### src/design/sar_pkg.sv
// ----------------------------------------------------------------------------
// Scroll address register unit package
// Transaction types, event codes and address field masks shared by the
// scroll and address register unit.
// ----------------------------------------------------------------------------
package sar_pkg;

   localparam int unsigned ADDR_W = 15;
   localparam int unsigned FUNC_W = 4;
   localparam int unsigned DATA_W = 8;
   localparam int unsigned FINE_W = 3;

   // Event codes carried in the func field
   localparam logic [FUNC_W-1:0] FUNC_CTRL_WRITE   = 4'd0;
   localparam logic [FUNC_W-1:0] FUNC_SCROLL_WRITE = 4'd1;
   localparam logic [FUNC_W-1:0] FUNC_ADDR_WRITE   = 4'd2;
   localparam logic [FUNC_W-1:0] FUNC_STATUS_READ  = 4'd3;
   localparam logic [FUNC_W-1:0] FUNC_DATA_ACCESS  = 4'd4;
   localparam logic [FUNC_W-1:0] FUNC_HORI_INC     = 4'd5;
   localparam logic [FUNC_W-1:0] FUNC_VERT_INC     = 4'd6;
   localparam logic [FUNC_W-1:0] FUNC_HORI_COPY    = 4'd7;
   localparam logic [FUNC_W-1:0] FUNC_VERT_COPY    = 4'd8;

   // Address layout: fine Y [14:12], nametable [11:10], coarse Y [9:5], coarse X [4:0]
   localparam logic [ADDR_W-1:0] HORI_MASK     = 15'h041F;
   localparam logic [ADDR_W-1:0] FINE_Y_MASK   = 15'h7000;
   localparam logic [ADDR_W-1:0] COARSE_Y_MASK = 15'h03E0;
   localparam logic [ADDR_W-1:0] NT_V_BIT      = 15'h0800;
   localparam logic [ADDR_W-1:0] NT_H_BIT      = 15'h0400;
   localparam logic [ADDR_W-1:0] FINE_Y_STEP   = 15'h1000;
   localparam logic [ADDR_W-1:0] COL_STEP      = 15'd1;
   localparam logic [ADDR_W-1:0] ROW_STEP      = 15'd32;
   localparam logic [5:0]        ADDR_HI_MASK  = 6'h3F;
   localparam logic [4:0]        COARSE_LAST   = 5'd31;
   localparam logic [4:0]        COARSE_Y_WRAP = 5'd29;

   typedef struct packed {
      logic [FUNC_W-1:0] func;
      logic [DATA_W-1:0] data;
   } req_type;

   typedef struct packed {
      logic [ADDR_W-1:0] vram_addr;
      logic [ADDR_W-1:0] temp_addr;
      logic [FINE_W-1:0] fine_x;
      logic              second_write;
      logic [ADDR_W-1:0] access_addr;
   } rsp_type;

endpackage

### src/design/scroll_address_register_unit.sv
// ----------------------------------------------------------------------------
// Scroll address register unit
// Current/temporary video address, fine X scroll and write toggle, updated
// by one processor or render event per transaction.
// ----------------------------------------------------------------------------
// Each request transaction is one event. It is captured in an input register,
// then the event logic updates the address state and loads the result register
// in the same edge once that register is empty or draining, so one event can
// enter every cycle while the response side does not stall. Back pressure on the
// response side stalls the input register, which in turn drops req_ready; the
// input register still takes a new transaction whenever the result register
// is empty or is being drained. The whole cost per event is three 15-bit
// additions, a 5-bit coarse Y increment and some field muxing.
module scroll_address_register_unit
   import sar_pkg::*;
(
   input  logic    clock,
   input  logic    reset,
   input  logic    req_valid,
   output logic    req_ready,
   input  req_type req_item,
   output logic    rsp_valid,
   input  logic    rsp_ready,
   output rsp_type rsp_item
);

   // Input stage
   logic    in_valid_ff;
   req_type in_item_ff;

   // Address state
   logic [ADDR_W-1:0] cur_addr_ff, cur_addr_in;
   logic [ADDR_W-1:0] tmp_addr_ff, tmp_addr_in;
   logic [FINE_W-1:0] fine_x_ff, fine_x_in;
   logic              toggle_ff, toggle_in;
   logic              step_row_ff, step_row_in;
   logic [ADDR_W-1:0] access_in;

   // Result stage
   logic    rsp_valid_ff;
   rsp_type rsp_item_ff;

   logic    load_rsp;
   logic    take_req;

   logic [4:0]        coarse_y;
   logic [ADDR_W-1:0] hori_addr;
   logic [ADDR_W-1:0] vert_addr;
   logic [ADDR_W-1:0] vert_base;

   // Advance the event into the result register when it is empty or draining
   assign load_rsp  = in_valid_ff && (!rsp_valid_ff || rsp_ready);
   assign req_ready = !in_valid_ff || load_rsp;
   assign take_req  = req_valid && req_ready;

   // Horizontal increment: wrap coarse X at 31 and flip the horizontal nametable
   always_comb begin
      if (cur_addr_ff[4:0] == COARSE_LAST) begin
         hori_addr = {cur_addr_ff[ADDR_W-1:5], 5'd0} ^ NT_H_BIT;
      end else begin
         hori_addr = cur_addr_ff + COL_STEP;
      end
   end

   // Vertical increment: fine Y first, then coarse Y with the row-29 wrap (row 31 wraps without a flip)
   always_comb begin
      vert_base = cur_addr_ff & ~FINE_Y_MASK;
      coarse_y  = cur_addr_ff[9:5];
      if ((cur_addr_ff & FINE_Y_MASK) != FINE_Y_MASK) begin
         vert_addr = cur_addr_ff + FINE_Y_STEP;
      end else if (coarse_y == COARSE_Y_WRAP) begin
         vert_addr = (vert_base & ~COARSE_Y_MASK) ^ NT_V_BIT;
      end else if (coarse_y == COARSE_LAST) begin
         vert_addr = vert_base & ~COARSE_Y_MASK;
      end else begin
         vert_addr = {vert_base[ADDR_W-1:10], coarse_y + 5'd1, vert_base[4:0]};
      end
   end

   // Event decode: next state and access address
   always_comb begin
      cur_addr_in = cur_addr_ff;
      tmp_addr_in = tmp_addr_ff;
      fine_x_in   = fine_x_ff;
      toggle_in   = toggle_ff;
      step_row_in = step_row_ff;
      access_in   = '0;
      case (in_item_ff.func)
         FUNC_CTRL_WRITE: begin
            tmp_addr_in[11:10] = in_item_ff.data[1:0];
            step_row_in        = in_item_ff.data[2];
         end
         FUNC_SCROLL_WRITE: begin
            if (!toggle_ff) begin
               fine_x_in        = in_item_ff.data[2:0];
               tmp_addr_in[4:0] = in_item_ff.data[7:3];
            end else begin
               tmp_addr_in[14:12] = in_item_ff.data[2:0];
               tmp_addr_in[9:5]   = in_item_ff.data[7:3];
            end
            toggle_in = !toggle_ff;
         end
         FUNC_ADDR_WRITE: begin
            if (!toggle_ff) begin
               tmp_addr_in = {1'b0, in_item_ff.data[5:0] & ADDR_HI_MASK, tmp_addr_ff[7:0]};
            end else begin
               tmp_addr_in = {tmp_addr_ff[ADDR_W-1:8], in_item_ff.data};
               cur_addr_in = {tmp_addr_ff[ADDR_W-1:8], in_item_ff.data};
            end
            toggle_in = !toggle_ff;
         end
         FUNC_STATUS_READ: begin
            toggle_in = 1'b0;
         end
         FUNC_DATA_ACCESS: begin
            access_in   = cur_addr_ff;
            cur_addr_in = cur_addr_ff + (step_row_ff ? ROW_STEP : COL_STEP);
         end
         FUNC_HORI_INC: begin
            cur_addr_in = hori_addr;
         end
         FUNC_VERT_INC: begin
            cur_addr_in = vert_addr;
         end
         FUNC_HORI_COPY: begin
            cur_addr_in = (cur_addr_ff & ~HORI_MASK) | (tmp_addr_ff & HORI_MASK);
         end
         FUNC_VERT_COPY: begin
            cur_addr_in = (cur_addr_ff & HORI_MASK) | (tmp_addr_ff & ~HORI_MASK);
         end
         default: begin
            // Unused codes leave the state alone
         end
      endcase
   end

   // Control and state registers
   always_ff @(posedge clock) begin
      if (reset) begin
         in_valid_ff  <= 1'b0;
         rsp_valid_ff <= 1'b0;
         cur_addr_ff  <= '0;
         tmp_addr_ff  <= '0;
         fine_x_ff    <= '0;
         toggle_ff    <= 1'b0;
         step_row_ff  <= 1'b0;
      end else begin
         if (take_req) begin
            in_valid_ff <= 1'b1;
         end else if (load_rsp) begin
            in_valid_ff <= 1'b0;
         end
         if (load_rsp) begin
            rsp_valid_ff <= 1'b1;
            cur_addr_ff  <= cur_addr_in;
            tmp_addr_ff  <= tmp_addr_in;
            fine_x_ff    <= fine_x_in;
            toggle_ff    <= toggle_in;
            step_row_ff  <= step_row_in;
         end else if (rsp_ready) begin
            rsp_valid_ff <= 1'b0;
         end
      end
   end

   // Payload registers: hold while stalled
   always_ff @(posedge clock) begin
      if (take_req) begin
         in_item_ff <= req_item;
      end
      if (load_rsp) begin
         rsp_item_ff.vram_addr    <= cur_addr_in;
         rsp_item_ff.temp_addr    <= tmp_addr_in;
         rsp_item_ff.fine_x       <= fine_x_in;
         rsp_item_ff.second_write <= toggle_in;
         rsp_item_ff.access_addr  <= access_in;
      end
   end

   assign rsp_valid = rsp_valid_ff;
   assign rsp_item  = rsp_item_ff;

`ifndef SYNTHESIS
   // A pending response always mirrors the live address state
   assert property (@(posedge clock) disable iff (reset)
      rsp_valid |-> (rsp_item.vram_addr == cur_addr_ff) &&
                    (rsp_item.temp_addr == tmp_addr_ff) &&
                    (rsp_item.second_write == toggle_ff))
      else $error("response does not match address state");

   // An empty result register never blocks the request side
   assert property (@(posedge clock) disable iff (reset)
      !rsp_valid |-> req_ready)
      else $error("request stalled with empty result register");

   // A status read always leaves the toggle cleared
   assert property (@(posedge clock) disable iff (reset)
      (load_rsp && (in_item_ff.func == FUNC_STATUS_READ)) |=> !toggle_ff)
      else $error("status read did not clear write toggle");

   // Only a data access reports a nonzero access address
   assert property (@(posedge clock) disable iff (reset)
      (load_rsp && (in_item_ff.func != FUNC_DATA_ACCESS)) |=> (rsp_item.access_addr == '0))
      else $error("access address set by non-access event");
`endif

endmodule
### config.mk
export PLATFORM = sky130hd
export DESIGN_NAME = scroll_address_register_unit
export DESIGN_NICKNAME = d
export VERILOG_FILES = /design/src/design/sar_pkg.sv /design/src/design/scroll_address_register_unit.sv
export SDC_FILE = /design/constraint.sdc
export NUM_CORES = 1
export LEC_CHECK = 0
export ABC_CLOCK_PERIOD_IN_PS = 5900
export BUFFER_PORTS_ARGS = -buffer_cell sky130_fd_sc_hd__buf_2
export CELL_PAD_IN_SITES_DETAIL_PLACEMENT = 2
export CELL_PAD_IN_SITES_GLOBAL_PLACEMENT = 2
export CORE_MARGIN = 10
export CORE_UTILIZATION = 39
export CTS_CLUSTER_DIAMETER = 50
export CTS_CLUSTER_SIZE = 25
export DETAILED_ROUTE_END_ITERATION = 10
export PLACE_DENSITY = 0.95
export SLEW_MARGIN = 20
export SYNTH_ARGS = -nofsm -noshare
export SYNTH_HDL_FRONTEND = slang
export SYNTH_SLANG_ARGS = --single-unit
### constraint.sdc
create_clock -name clock -period 5.9 [get_ports clock]
set_input_delay 0.885 -clock clock [delete_from_list [all_inputs] [get_ports clock]]
set_output_delay 0.885 -clock clock [all_outputs]
set_load 0.01 [all_outputs]
==> flow_metrics.py <==
metrics = {
    "floorplanning": {
        "rows": 43,
        "dieWidth_um": 138.0,
        "core_area_um2": 13770,
        "die_area_um2": 19040,
        "ios": 67,
        "dieHeight_um": 138.0,
        "start_util": 0.3941,
    },
    "finish": {
        "fin_cells": 803,
        "final_cell_mix": "nor2_1, buf_2, edfxtp_1, nand2_1, dfxtp_1",
        "area_growth_pct": 13.37,
        "final_layout_size_suffix_gt1_frac": 0.1685,
        "nets": 644,
        "seq_area_um2": 2572,
        "postLayoutCellArea_um2": 6153,
        "multiInputGateArea_um2": 2581,
        "fill_cells": 1535,
        "diodes": 0,
    },
    "clock_network": {
        "cts_buffers": 9,
        "cts_setup_buffers": 0,
        "cts-root-buf": "clkbuf_16",
        "cts_tree": "done",
        "ctsResizeCount": 0,
        "clkLatencyLatePin_ns": 0.36,
        "clkSinkCount": 98,
        "ctsHtreeMaxLevel": 3,
        "clk_path_buf_depth": 2,
        "cts.reportedPaths.clkPinSlew_ns": 0.07,
        "cts_hold_buffers": 0,
    },
    "timing": {
        "slew-limit-headroom": 0.2610,
        "fin_crit_ns": 3.134,
        "skew_ns": 0.01021,
        "worstMarginPinSlew_ns": 1.102,
        "timing.hold.ws_ns": 0.5041,
        "hold_violations": 0,
        "finalWorstSetupSlack_ns": 2.766,
        "setup_viol": 0,
        "grt_setup_unrepaired": "false",
        "drv_slew": 0,
        "min_period_over_period": 0.5312,
        "fin_tns_setup_ns": 0,
        "fmax_mhz": 319.0,
    },
    "setup_path": {
        "critPathKind": "reg -> reg",
        "startpoint": "in_item_ff[10]$_DFFE_PP_",
        "cp_max_fo": 28,
        "r2r_start": "in_item_ff[10]$_DFFE_PP_",
        "cp_data_arrival_time_ns": 3.43,
        "cp-end-kind": "flop",
        "required_ns": 6.20,
        "crit_path_start_kind": "flop",
    },
    "place": {
        "gp_congestion": 0.9187,
        "io_buffers": 66,
        "dp_slack_ns": 2.900,
        "dp.final_hpwl_um": 13870,
        "placed_area_um2": 5842,
        "dpl.cell_count": 787,
    },
    "route": {
        "drc_errors": 0,
        "ant_nets": 0,
        "via_per_inst": 6.166,
        "via_count": 4951,
        "dr.pass1.iters": 5,
        "wl_per_cell_um": 25.05,
        "drt_iter0_drc": 412,
        "wl_um": 20120,
    },
    "global_routing": {
        "first_global_vias": 5417,
        "grt_max_degree": 57,
        "grt_pass1_wl_um": 31930,
        "gr-usage-all-layers": 0.2176,
        "grt_antenna_before_repair": 0,
        "gr-total-overflow": 0,
    },
    "run": {
        "drv_cap": 0,
    },
    "hold_path": {
        "min_from": "fine_x_ff[1]$_SDFFE_PP0P_",
        "min_path_type": "reg -> reg",
    },
    "synthesis": {
        "ys_types": 71,
        "synth_seq_area_share": 0.4740,
        "async_flop_share": 0,
        "syn-mean-instance-area_um2": 9.423,
        "synth_seq_cells": 98,
        "netlist_area_um2": 5428,
        "ys.flop_type": "edfxtp_1",
        "synth_edf_count": 61,
        "syn_nets": 602,
        "syn_inst": 576,
        "ys_warn_count": 0,
    },
    "pwr": {
        "power.density_nw_per_um2": 265.8,
        "peakVddDrop_v": 0.0001264,
        "power.leakage_uw": 0.002228,
    },
    "status": {
        "status": "complete, no violations",
    },
}
[worst paths after layout]
check             slack [ns]  cells after the start                          end
setup reg to reg        2.77                      6  cur_addr_ff[9]$_SDFFE_PP0P_
setup / recovery        2.77                      6  cur_addr_ff[9]$_SDFFE_PP0P_
hold / removal          0.50                      2    fine_x_ff[1]$_SDFFE_PP0P_
hold reg to reg         0.50                      2    fine_x_ff[1]$_SDFFE_PP0P_
[registers in the layout, summed over array words and instances (netlist names)]
name         count
in_valid_ff      1
rsp_item        49
cur_addr_ff     15
tmp_addr_ff     15
rsp_valid        1
toggle_ff        1
step_row_ff      1
fine_x_ff        3
in_item_ff      12
[synth_stat cells, types with 5 or more instances]
cell type,number,area share
a221oi_1,7,0.011
o21ai_0,31,0.029
nand2_1,45,0.031
a22oi_1,9,0.012
and2_1,22,0.025
o21a_1,13,0.018
clkbuf_1,24,0.017
buf_2,14,0.013
a21oi_1,32,0.030
nor2b_1,11,0.013
a22o_1,6,0.0097
o22ai_1,5,0.0058
inv_1,17,0.012
and3_1,6,0.0069
o211ai_1,7,0.0097
ha_1,10,0.023
a211oi_1,11,0.015
nor3b_1,6,0.0083
a311oi_1,6,0.0097
edfxtp_1,61,0.34
a31oi_1,10,0.012
dfxtp_1,37,0.14
nor2_1,66,0.046
and4_1,5,0.0081
nor3_1,16,0.015
nand3_1,15,0.014
o31ai_1,5,0.0069
[worst max-delay path, stage by stage, from the launching register on]
cell and delay (ns):
edfxtp_1 0.88, nor4b_4 0.98, nand2_1 0.17, o221ai_1 0.51
nor3_1 0.16, a31oi_1 0.21, o21a_1 0.16
[kinds of logic after synthesis]
group                      count (synthesis)  synth area share
xor gates and xnor gates                   2          0.003228
adders and majority gates                 10           0.02305
muxes                                      8           0.01568
and+or+nand+nor                          221            0.2128
AOI/OAI and AO/OA                        175            0.2208
buffers and inverters                     62           0.05048
DFF                                       98            0.4740
[where the power goes]
group | internal (µW) | switching, µW | leakage (µW)
Sequential | 766 | 38.5 | 0.000887
Clock | 371 | 267 | 0.000143
Combinational | 66.4 | 126 | 0.00120
Total | 1200 | 432 | 0.00223
[area by class of cell]
cell class | count | share of cell area
Multi-Input combinational cell | 416 | 0.4195
Sequential cell | 98 | 0.4181
Timing Repair Buffer | 74 | 0.06344
Clock buffer | 11 | 0.03782
Tap cell | 180 | 0.03660
Clock inverter | 5 | 0.01281
Inverter | 19 | 0.01179
[metal layers]
metal	track usage	routed length [µm]
met4	0.08053	456
met5	0	0
met3	0.04058	1109
met1	0.2706	8637
met2	0.3668	9911
[metrics by stage]
stage | utilization | power, µW
finish | 0.4468 | 1636
global route | 0.4468 | 1689
CTS | 0.4468 | 1641
detailed placement | 0.4241 | 1007
global placement | 0.4241 | 991.8
floorplan | - | 931.2
(Power assumes the default switching activity.)
